[config.mk]
export PLATFORM = sky130hd
export DESIGN_NAME = integer_to_radix_text
export DESIGN_NICKNAME = d
export VERILOG_FILES = /design/src/sv/itoa_pkg.sv /design/src/sv/itoa_ram.sv /design/src/sv/itoa_div_serial.sv /design/src/sv/integer_to_radix_text.sv
export SDC_FILE = /design/constraint.sdc
export NUM_CORES = 1
export LEC_CHECK = 0
export ABC_AREA = 0
export ABC_CLOCK_PERIOD_IN_PS = 5900
export BUFFER_PORTS_ARGS = -buffer_cell sky130_fd_sc_hd__buf_2
export CAP_MARGIN = 40
export CORE_MARGIN = 2
export CORE_UTILIZATION = 25
export CTS_CLUSTER_SIZE = 40
export DETAILED_ROUTE_END_ITERATION = 10
export PLACE_DENSITY = 0.45
export SLEW_MARGIN = 20
export SYNTH_ARGS = -nofsm -noshare
export SYNTH_HDL_FRONTEND = slang
export SYNTH_SLANG_ARGS = --single-unit
[constraint.sdc]
create_clock -name aclk -period 5.9 [get_ports aclk]
set_input_delay 0.295 -clock aclk [delete_from_list [all_inputs] [get_ports aclk]]
set_output_delay 0.295 -clock aclk [all_outputs]
set_load 0.02 [all_outputs]
[src/sv/itoa_pkg.sv]
// shared types, constants and helpers for the integer-to-text converter
`default_nettype none

package itoa_pkg;

    // field widths
    localparam int RADIX_W = 6;
    localparam int DIGIT_W = 6;
    localparam int CHAR_W  = 8;
    localparam int IN_VALUE_W = 64;

    // digit store geometry
    localparam int STORE_DEPTH = 64;
    localparam int STORE_AW    = 6;

    // radix limits
    localparam logic [RADIX_W-1:0] RADIX_MIN = 6'd2;
    localparam logic [RADIX_W-1:0] RADIX_MAX = 6'd36;
    localparam logic [RADIX_W-1:0] RADIX_DEC = 6'd10;

    // ascii codes
    localparam logic [CHAR_W-1:0] ASCII_ZERO  = 8'h30;
    localparam logic [CHAR_W-1:0] ASCII_A_LOW = 8'h61;
    localparam logic [CHAR_W-1:0] ASCII_MINUS = 8'h2d;
    localparam logic [DIGIT_W-1:0] DIGIT_NINE = 6'd9;
    localparam logic [DIGIT_W-1:0] DIGIT_TEN  = 6'd10;

    // status from the serial divider to the sequencer
    typedef struct packed {
        logic               done;     // last quotient bit produced this cycle
        logic               nonzero;  // new quotient is not zero
        logic [DIGIT_W-1:0] digit;    // remainder of the finished division
    } div_status_t;

    // digit value to ascii character
    function automatic logic [CHAR_W-1:0] digit_char(input logic [DIGIT_W-1:0] d);
        logic [CHAR_W-1:0] c;
        if (d > DIGIT_NINE) begin
            c = ASCII_A_LOW + {2'b00, d - DIGIT_TEN};
        end else begin
            c = ASCII_ZERO + {2'b00, d};
        end
        return c;
    endfunction

endpackage

`default_nettype wire

[src/sv/itoa_ram.sv]
// generic single-write, single-read ram with registered read data
`default_nettype none

module itoa_ram #(
    parameter int WIDTH = 8,
    parameter int DEPTH = 64
) (
    input  wire logic                     aclk,
    input  wire logic                     we,
    input  wire logic [$clog2(DEPTH)-1:0] waddr,
    input  wire logic [WIDTH-1:0]         wdata,
    input  wire logic                     re,
    input  wire logic [$clog2(DEPTH)-1:0] raddr,
    output logic      [WIDTH-1:0]         rdata
);

    logic [WIDTH-1:0] mem_reg [DEPTH];

    // write port
    always_ff @(posedge aclk) begin
        if (we) begin
            mem_reg[waddr] <= wdata;
        end
    end

    // registered read port
    always_ff @(posedge aclk) begin
        if (re) begin
            rdata <= mem_reg[raddr];
        end
    end

endmodule

`default_nettype wire

[src/sv/itoa_div_serial.sv]
// bit-serial restoring divider: one quotient bit per cycle while step is high, quotient kept in place
`default_nettype none

module itoa_div_serial #(
    parameter int VALUE_BITS = 64
) (
    input  wire logic                            aclk,
    input  wire logic                            aresetn,
    input  wire logic                            load,
    input  wire logic [VALUE_BITS-1:0]           dividend,
    input  wire logic [itoa_pkg::RADIX_W-1:0]    radix,
    input  wire logic                            step,
    output itoa_pkg::div_status_t                status
);
    import itoa_pkg::*;

    localparam int CNT_W = $clog2(VALUE_BITS);
    localparam logic [CNT_W-1:0] CNT_LAST = CNT_W'(VALUE_BITS - 1);

    logic [VALUE_BITS-1:0] q_reg, q_next;
    logic [DIGIT_W-1:0]    r_reg, r_next;
    logic [CNT_W-1:0]      cnt_reg, cnt_next;
    logic                  sticky_reg, sticky_next;

    logic [DIGIT_W:0]   trial;
    logic               ge;
    logic [DIGIT_W:0]   diff;
    logic [DIGIT_W-1:0] r_step;
    logic               last_bit;

    // one step of long division: bring down the next dividend bit
    always_comb begin
        trial    = {r_reg, q_reg[VALUE_BITS-1]};
        ge       = trial >= {1'b0, radix};
        diff     = trial - {1'b0, radix};
        r_step   = ge ? diff[DIGIT_W-1:0] : trial[DIGIT_W-1:0];
        last_bit = cnt_reg == CNT_LAST;
    end

    // next state of the quotient shift register and partial remainder
    always_comb begin
        q_next      = q_reg;
        r_next      = r_reg;
        cnt_next    = cnt_reg;
        sticky_next = sticky_reg;
        if (load) begin
            q_next      = dividend;
            r_next      = '0;
            cnt_next    = '0;
            sticky_next = 1'b0;
        end else if (step) begin
            q_next = {q_reg[VALUE_BITS-2:0], ge};
            if (last_bit) begin
                r_next      = '0;
                cnt_next    = '0;
                sticky_next = 1'b0;
            end else begin
                r_next      = r_step;
                cnt_next    = cnt_reg + 1'b1;
                sticky_next = sticky_reg | ge;
            end
        end
    end

    always_ff @(posedge aclk) begin
        if (!aresetn) begin
            cnt_reg    <= '0;
            sticky_reg <= 1'b0;
            r_reg      <= '0;
            q_reg      <= '0;
        end else begin
            cnt_reg    <= cnt_next;
            sticky_reg <= sticky_next;
            r_reg      <= r_next;
            q_reg      <= q_next;
        end
    end

    // status of the division that finishes this cycle
    always_comb begin
        status.done    = step && last_bit;
        status.nonzero = sticky_reg | ge;
        status.digit   = r_step;
    end

endmodule

`default_nettype wire

[src/sv/integer_to_radix_text.sv]
// top level: signed integer to ascii text in radix 2 to 36
//
// Takes one value and radix per input transaction and emits the text one
// character per output transaction, most significant first, with tlast on the
// final character. Digits are made by a bit-serial divider; each digit goes to
// a 64-entry digit store that is then read back in reverse. One item is
// converted at a time; the next is accepted once the last character sits in
// the output register. A radix outside 2 to 36 is clamped, a negative value
// gets a '-' only in radix 10 and is otherwise written as its two's-complement
// pattern of VALUE_BITS bits.
`default_nettype none

module integer_to_radix_text #(
    parameter int VALUE_BITS = 64
) (
    input  wire logic        aclk,
    input  wire logic        aresetn,
    // input transaction
    input  wire logic        s_tvalid,
    output logic             s_tready,
    input  wire logic [71:0] s_tdata,   // [63:0] value, [69:64] radix, rest zero
    // result transaction
    output logic             m_tvalid,
    input  wire logic        m_tready,
    output logic [7:0]       m_tdata,   // [7:0] character
    output logic             m_tlast
);
    import itoa_pkg::*;

    localparam logic [2:0] ST_IDLE  = 3'd0;
    localparam logic [2:0] ST_DIV   = 3'd1;
    localparam logic [2:0] ST_MINUS = 3'd2;
    localparam logic [2:0] ST_RD    = 3'd3;
    localparam logic [2:0] ST_DAT   = 3'd4;

    logic [2:0]          state_reg, state_next;
    logic [RADIX_W-1:0]  radix_reg, radix_next;
    logic                minus_reg, minus_next;
    logic [STORE_AW-1:0] ptr_reg, ptr_next;
    logic                out_valid_reg, out_valid_next;
    logic [CHAR_W-1:0]   out_char_reg, out_char_next;
    logic                out_last_reg, out_last_next;

    logic [VALUE_BITS-1:0] pattern;
    logic [VALUE_BITS-1:0] magnitude;
    logic [RADIX_W-1:0]    radix_in;
    logic [RADIX_W-1:0]    radix_sat;
    logic                  negative;
    logic                  take_in;
    logic                  out_free;
    logic                  div_load;
    logic [VALUE_BITS-1:0] div_dividend;
    div_status_t           div_status;
    logic                  ram_we;
    logic                  ram_re;
    logic [DIGIT_W-1:0]    ram_rdata;

    // input decode: clamp radix, sign handling for radix ten
    always_comb begin
        pattern   = s_tdata[VALUE_BITS-1:0];
        magnitude = ~pattern + 1'b1;
        radix_in  = s_tdata[IN_VALUE_W +: RADIX_W];
        if (radix_in < RADIX_MIN) begin
            radix_sat = RADIX_MIN;
        end else if (radix_in > RADIX_MAX) begin
            radix_sat = RADIX_MAX;
        end else begin
            radix_sat = radix_in;
        end
        negative     = pattern[VALUE_BITS-1] && (radix_sat == RADIX_DEC);
        div_dividend = negative ? magnitude : pattern;
    end

    assign s_tready = state_reg == ST_IDLE;
    assign take_in  = s_tvalid && s_tready;
    assign out_free = !out_valid_reg || m_tready;
    assign div_load = take_in;
    assign ram_we   = div_status.done;
    assign ram_re   = state_reg == ST_RD;

    itoa_div_serial #(
        .VALUE_BITS(VALUE_BITS)
    ) u_div (
        .aclk    (aclk),
        .aresetn (aresetn),
        .load    (div_load),
        .dividend(div_dividend),
        .radix   (radix_reg),
        .step    (state_reg == ST_DIV),
        .status  (div_status)
    );

    itoa_ram #(
        .WIDTH(DIGIT_W),
        .DEPTH(STORE_DEPTH)
    ) u_store (
        .aclk (aclk),
        .we   (ram_we),
        .waddr(ptr_reg),
        .wdata(div_status.digit),
        .re   (ram_re),
        .raddr(ptr_reg),
        .rdata(ram_rdata)
    );

    // sequencer: divide into the store, then read it back in reverse
    always_comb begin
        state_next     = state_reg;
        radix_next     = radix_reg;
        minus_next     = minus_reg;
        ptr_next       = ptr_reg;
        out_valid_next = out_valid_reg && !m_tready;
        out_char_next  = out_char_reg;
        out_last_next  = out_last_reg;
        case (state_reg)
            ST_IDLE: begin
                if (take_in) begin
                    radix_next = radix_sat;
                    minus_next = negative;
                    ptr_next   = '0;
                    state_next = ST_DIV;
                end
            end
            ST_DIV: begin
                if (div_status.done) begin
                    if (div_status.nonzero) begin
                        ptr_next = ptr_reg + 1'b1;
                    end else begin
                        state_next = minus_reg ? ST_MINUS : ST_RD;
                    end
                end
            end
            ST_MINUS: begin
                if (out_free) begin
                    out_valid_next = 1'b1;
                    out_char_next  = ASCII_MINUS;
                    out_last_next  = 1'b0;
                    state_next     = ST_RD;
                end
            end
            ST_RD: begin
                state_next = ST_DAT;
            end
            ST_DAT: begin
                if (out_free) begin
                    out_valid_next = 1'b1;
                    out_char_next  = digit_char(ram_rdata);
                    out_last_next  = ptr_reg == '0;
                    if (ptr_reg == '0) begin
                        state_next = ST_IDLE;
                    end else begin
                        ptr_next   = ptr_reg - 1'b1;
                        state_next = ST_RD;
                    end
                end
            end
            default: begin
                state_next = ST_IDLE;
            end
        endcase
    end

    // control registers
    always_ff @(posedge aclk) begin
        if (!aresetn) begin
            state_reg     <= ST_IDLE;
            out_valid_reg <= 1'b0;
            ptr_reg       <= '0;
            minus_reg     <= 1'b0;
        end else begin
            state_reg     <= state_next;
            out_valid_reg <= out_valid_next;
            ptr_reg       <= ptr_next;
            minus_reg     <= minus_next;
        end
    end

    // payload registers
    always_ff @(posedge aclk) begin
        radix_reg    <= radix_next;
        out_char_reg <= out_char_next;
        out_last_reg <= out_last_next;
    end

    assign m_tvalid = out_valid_reg;
    assign m_tdata  = out_char_reg;
    assign m_tlast  = out_last_reg;

endmodule

`default_nettype wire
Yosys cells after proc, flatten, opt, wreduce, memory -nomap -nowiden
Memory sizes are Yosys's and may differ from the RTL's. A register that Yosys moved wholly into a read port is not among the register bits.
Index checks and enable logic that the tools add are counted.
{"block": "totals", "regBits": 103, "ramBits": 384, "mem_count": 1}
{"block": "op_classes", "bitwise": 3, "add_sub_neg": 8, "eq_ne": 13, "order_cmp": 4, "muxes": 34, "reduce_logical": 18}
{"memory": "u_store.mem_reg", "depth": 64, "width": 6, "rd": 1, "rd_ports_with_merged_regs": 1, "write_ports": 1, "line": "itoa_ram.sv:17", "text": "logic [WIDTH-1:0] mem_reg [DEPTH];"}
{"operator": "64-bit 2-to-1 mux", "count": 3}
{"operator": "64-bit by 1-bit adder with 64-bit output (second input constant)", "count": 1}
{"operator": "64-bit inverter", "count": 1}
{"operator": "6-bit 2-to-1 mux", "count": 10}
{"operator": "8-bit 2-to-1 mux", "count": 3}
{"operator": "6-bit case mux with 3 select lines", "count": 1}
{"operator": "8-bit case mux with 2 select lines", "count": 1}
{"operator": "3-bit 2-to-1 mux", "count": 5}
{"operator": "3-bit case mux with 5 select lines", "count": 1}
{"operator": "6-bit by 1-bit adder with 6-bit output (second input constant)", "count": 2}
{"operator": "2-bit inequality test (second input constant)", "count": 6}
{"operator": "7-bit by 6-bit adder with 8-bit output (first input constant)", "count": 1}
{"operator": "1-bit 2-to-1 mux", "count": 8}
{"operator": "6-bit by 6-bit adder with 7-bit output (first input constant)", "count": 1}
{"operator": "7-bit by 6-bit greater-or-equal comparator with 1-bit output", "count": 1}
{"operator": "3-bit by 2-bit equality test with 1-bit output (second input constant)", "count": 2}
{"operator": "6-bit by 4-bit equality test with 1-bit output (second input constant)", "count": 1}
{"operator": "6-bit equality test (second input constant)", "count": 1}
{"operator": "6-bit by 4-bit > comparator with 1-bit output (second input constant)", "count": 1}
{"operator": "6-bit > comparator (second input constant)", "count": 1}
{"operator": "6-bit zero test", "count": 1}
{"operator": "6-bit by 2-bit less-than comparator with 1-bit output (second input constant)", "count": 1}
{"operator": "6-bit AND reduction", "count": 1}
{"operator": "6-bit by 1-bit subtractor with 6-bit output (second input constant)", "count": 1}
{"operator": "other kinds (19)", "count": 25}

Longest topological paths before layout
{"block": "depth", "word_depth": 7, "depth_mapped": 11, "mapped_depth_nobuf": 10}

By module
From an unflattened synthesis, not the netlist that was laid out.
{"block": "hier_totals", "cells_unflattened": 1583, "area_unflattened_um2": 22404.0}
{"module": "itoa_ram", "instances": 1, "seq_area_each_um2": 11711.2, "area_each_um2": 15285.9, "cells_per_inst": 720}
{"module": "itoa_div_serial", "instances": 1, "seq_area_each_um2": 1541.5, "area_each_um2": 3953.8, "cells_per_inst": 460}
{"module": "integer_to_radix_text", "instances": 1, "seq_area_each_um2": 670.6, "area_each_um2": 3164.3, "cells_per_inst": 403}

Least setup slack after synthesis
OpenSTA, ideal clock, no wires.
{"block": "synth_timing", "path_kind": "reg2reg", "start": "register radix_reg[1]", "end": "memory u_store.mem_reg[0][0] (netlist name) (data pin)", "stages_incl_launch_ff": 9, "synth_period_minus_slack_ps": 4300, "path_slack_ps": 1600, "t_arrival_ps": 3729, "path_cell_list": "edfxtp_1 > inv_1 > ha_1 > nor2b_1 > o31a_1 > o31ai_1 > nor2b_1 > clkbuf_1 > mux2i_1"}
{"item": "start: declaration", "line": "integer_to_radix_text.sv:37", "text": "logic [RADIX_W-1:0] radix_reg, radix_next;"}
{"item": "start signal: assignment", "line": "integer_to_radix_text.sv:180", "text": "radix_reg <= radix_next;"}
{"item": "end: declaration", "line": "itoa_ram.sv:17"}

==> key figures <==
Run status
  – Outcome: finished, final reports clean

Route
  – Pre-antenna DRT Iters: 5
  – Routed Antenna Nets: 0
  – Vias post-DR: 14119
  – Wirelength per Cell: 21.2 um
  – DR iter-0 viols: 1152
  – Remaining DRCs: 0
  – Vias per cell: 4.81
  – Routed WL: 62.4 mm

Power and ir drop
  – P per Cell Area: 306 mW/mm^2
  – Maximum VDD drop: 219 uV
  – Leak: 8.42 nW

Critical path
  – Slowest CP cell: mux2_2
  – Crit path largest cell delay: 550 ps
  – CP startpoint kind: register
  – Worst-path cell chain: inv_1, ha_1, nor2b_1, o31a_1, o31ai_1, nor2b_1, buf_4, mux2_2, buf_4
  – R2r startpoint: radix_reg[1]$_DFFE_PP_
  – Top delay family on crit path: buffers and inverters
  – Setup crit start: radix_reg[1]$_DFFE_PP_
  – Crit path kind: reg -> reg
  – Crit end category: register
  – Worst path required time: 6220 ps
  – CP Max Fanout: 41
  – Critical Path AT: 3860 ps
  – Worst path buffer plus inverter count: 3

Yosys
  – Synth Register Bits: 493
  – Synth Area in Simple Gates: 0.0922
  – Adder-cell share of the synthesized area: 0.0122
  – Cell variety after synth: 74
  – Mapped Nets: 1724
  – Top_reg_cell synth: edfxtp_1
  – Number of synthesized flops with an enable pin: 405
  – Seq/Total Area, Yosys: 0.640
  – Ys async rst share: 0
  – Post-Synth XOR/XNOR Area: 0.0298
  – Ys Warns: 0
  – Largest family of logic cells by synthesized area: compound AO/OA/AOI/OAI gates
  – Post-synthesis mux area share: 0.0943
  – Synth Area in Compound Gates: 0.105
  – Syn avg cell area: 13.4 sq um
  – Area of the mapped netlist: 0.0218 sq mm
  – Mapped Cells: 1628

STA
  – Setup TNS Final: 0 ps
  – Max-slew violation count: 0
  – Final setup vio count: 0
  – Hold Violations, Final: 0
  – Final Cycle Share: 0.600
  – RSZ-0062 raised after global routing: no
  – Fmax: 283 MHz
  – Clock Skew: 53.1 ps
  – Worst slew margin: 0.421
  – Actual slew at the worst max-slew pin: 861 ps
  – Post-route minimum period: 3540 ps

Clocking
  – H-tree Lvls: 2
  – Clk slew on worst S/H paths: 60 ps
  – CTS buffer count: 55
  – Root Buffer: clkbuf_16
  – Post-CTS resize count: 0
  – Post-CTS setup buffer count: 0
  – Worst-skew pair later-pin latency: 630 ps
  – Clock sink count: 493
  – CTS Buffer Depth: 3
  – CTS tree: built

Place
  – Placer Congestion: 0.826
  – IO buf count: 84
  – Placement Cell Area: 0.0235 sq mm
  – Final HPWL DP: 39.5 mm

Floorplanning
  – Core region area: 0.0865 sq mm
  – # rows: 108
  – Initial Utilization: 0.252
  – Number of placed I/O pins: 87
  – Die height: 299 um
  – Die area: 0.0894 sq mm
  – Die X: 299 um

Layout
  – P&R area growth vs syn: 18.0%
  – Fin nets: 1831
  – Number of fill cells: 8759
  – Layout cells sized above 1: 0.163
  – Cell area after layout: 0.0257 sq mm
  – Finished Core Util: 0.297
  – Area of the multi-input gates: 0.00730 sq mm
  – Max reg flops: 384
  – FF/Latch Area: 0.0139 sq mm

GRT
  – First-pass GRT wire length: 93.6 mm
  – Vias in the first global route: 14271
  – GRT Total Usage: 0.138
  – Grt total ovfl: 0
  – Pin count of the biggest net entering global routing: 83
  – Initial antenna violation count: 1

Worst hold path
  – Hold Path Origin: s_tdata[27]
  – Worst hold path class: in -> reg

Job
  – Max-cap violations: 0
tightest hold or removal path: cells and delay by family:
family                    cells  cell delay [ps]
xor gates and xnor gates      1               90
AOI/OAI and AO/OA             1              110
buffers and inverters         1              120
synthesized netlist by cell type, types with 15 or more instances:
| master | n | area share |
|---|---|---|
| edfxtp_1 | 405 | 0.56 |
| clkbuf_1 | 60 | 0.010 |
| o22ai_1 | 42 | 0.012 |
| dfxtp_1 | 88 | 0.081 |
| buf_2 | 26 | 0.0060 |
| nand2_1 | 118 | 0.020 |
| a221oi_1 | 26 | 0.010 |
| nor2b_1 | 15 | 0.0043 |
| o21ai_0 | 34 | 0.0078 |
| inv_1 | 29 | 0.0050 |
| a22oi_1 | 24 | 0.0083 |
| mux4_2 | 41 | 0.042 |
| mux2_2 | 32 | 0.017 |
| a31oi_1 | 20 | 0.0057 |
| xor2_1 | 20 | 0.0080 |
| ha_1 | 18 | 0.010 |
| nand3_1 | 20 | 0.0046 |
| mux2i_1 | 69 | 0.032 |
| nor2_1 | 155 | 0.027 |
| xnor2_1 | 54 | 0.022 |
| a311oi_1 | 15 | 0.0060 |
| nor3_1 | 29 | 0.0067 |
| a21oi_1 | 84 | 0.019 |
layout by cell type (no fill, tap or decap), types with 7 or more instances in the layout:
cell type,count
a211oi_1,10
a21oi_1,84
a221oi_1,26
a22o_1,13
a22oi_1,24
a311oi_1,15
a31oi_1,20
and3_1,13
buf_2,86
buf_4,25
clkbuf_1,10
clkbuf_16,55
clkinv_1,16
clkinv_2,11
dfxtp_1,85
dlygate4sd3_1,35
edfxtp_1,405
ha_1,18
inv_1,29
mux2_2,32
mux2i_1,68
mux4_2,41
nand2_1,118
nand3_1,19
nand4_1,8
nor2_1,154
nor2b_1,14
nor3_1,29
o211ai_1,12
o21ai_0,34
o22ai_1,42
o31ai_1,7
or3_1,11
or4_1,10
xnor2_1,54
xor2_1,20
per-layer routing:
layer / track usage / routed length (um) / vias up / share of wire
met3: 0.0243 / 3120 / 88 / 0.050
li1: - / - / 6493 / -
met5: 0 / 10 / - / 0.00016
met4: 0.0358 / 1380 / 2 / 0.022
met1: 0.183 / 28100 / 7170 / 0.45
met2: 0.231 / 29800 / 366 / 0.48
final timing paths:
check	end	slack, ps	depth (start not counted)
worst min register to register	u_div.q_reg[14]$_SDFFE_PN0P_	470	2
worst max register to register	u_store.mem_reg[22][2]$_DFFE_PP_	2360	9
worst max-delay path	u_store.mem_reg[22][2]$_DFFE_PP_	2360	9
worst min-delay path	u_div.q_reg[27]$_SDFFE_PN0P_	40	3
cell families after synthesis:
logic type      count (synthesis)
xor+xnor                       74
compound gates                337
fa+ha+maj                      20
simple gates                  423
flops                         493
buf+inv                       136
mux                           145
power by group:
group / switching [mW] / internal (mW)
Clock: 1.44 / 1.86
Combinational: 0.413 / 0.239
Sequential: 0.0415 / 3.86
Total: 1.90 / 5.96
timing repair:
| item | CTS | global route |
|---|---|---|
| hold endpoints to repair | 35 | 0 |
| endpoints found under the setup margin | 0 | 0 |
| hold buffers | 35 | 0 |
area by class of cell:
type / instances / share of cell area
flip-flops and latches: 493 / 0.543
well taps: 1155 / 0.0563
inverters: 31 / 0.00453
clock inverters: 36 / 0.0116
diodes: 1 / 0.0000975
repair buffers: 155 / 0.0447
multi-input cells: 999 / 0.284
clock buffers: 66 / 0.0556
metrics by stage:
step	total power [mW]	std cells	worst slack (ps)	hold slack (ps)
2_1_floorplan	4.35	1628	1600	433
4_1_cts	7.94	2929	1990	0.308
3_3_place_gp	4.58	2786	1940	459
5_1_grt	8.14	2935	2070	20.8
3_5_place_dp	4.60	2792	2030	462
6_report	7.86	2936	2360	35.9
Note: power is estimated with default switching activity, not from simulation.
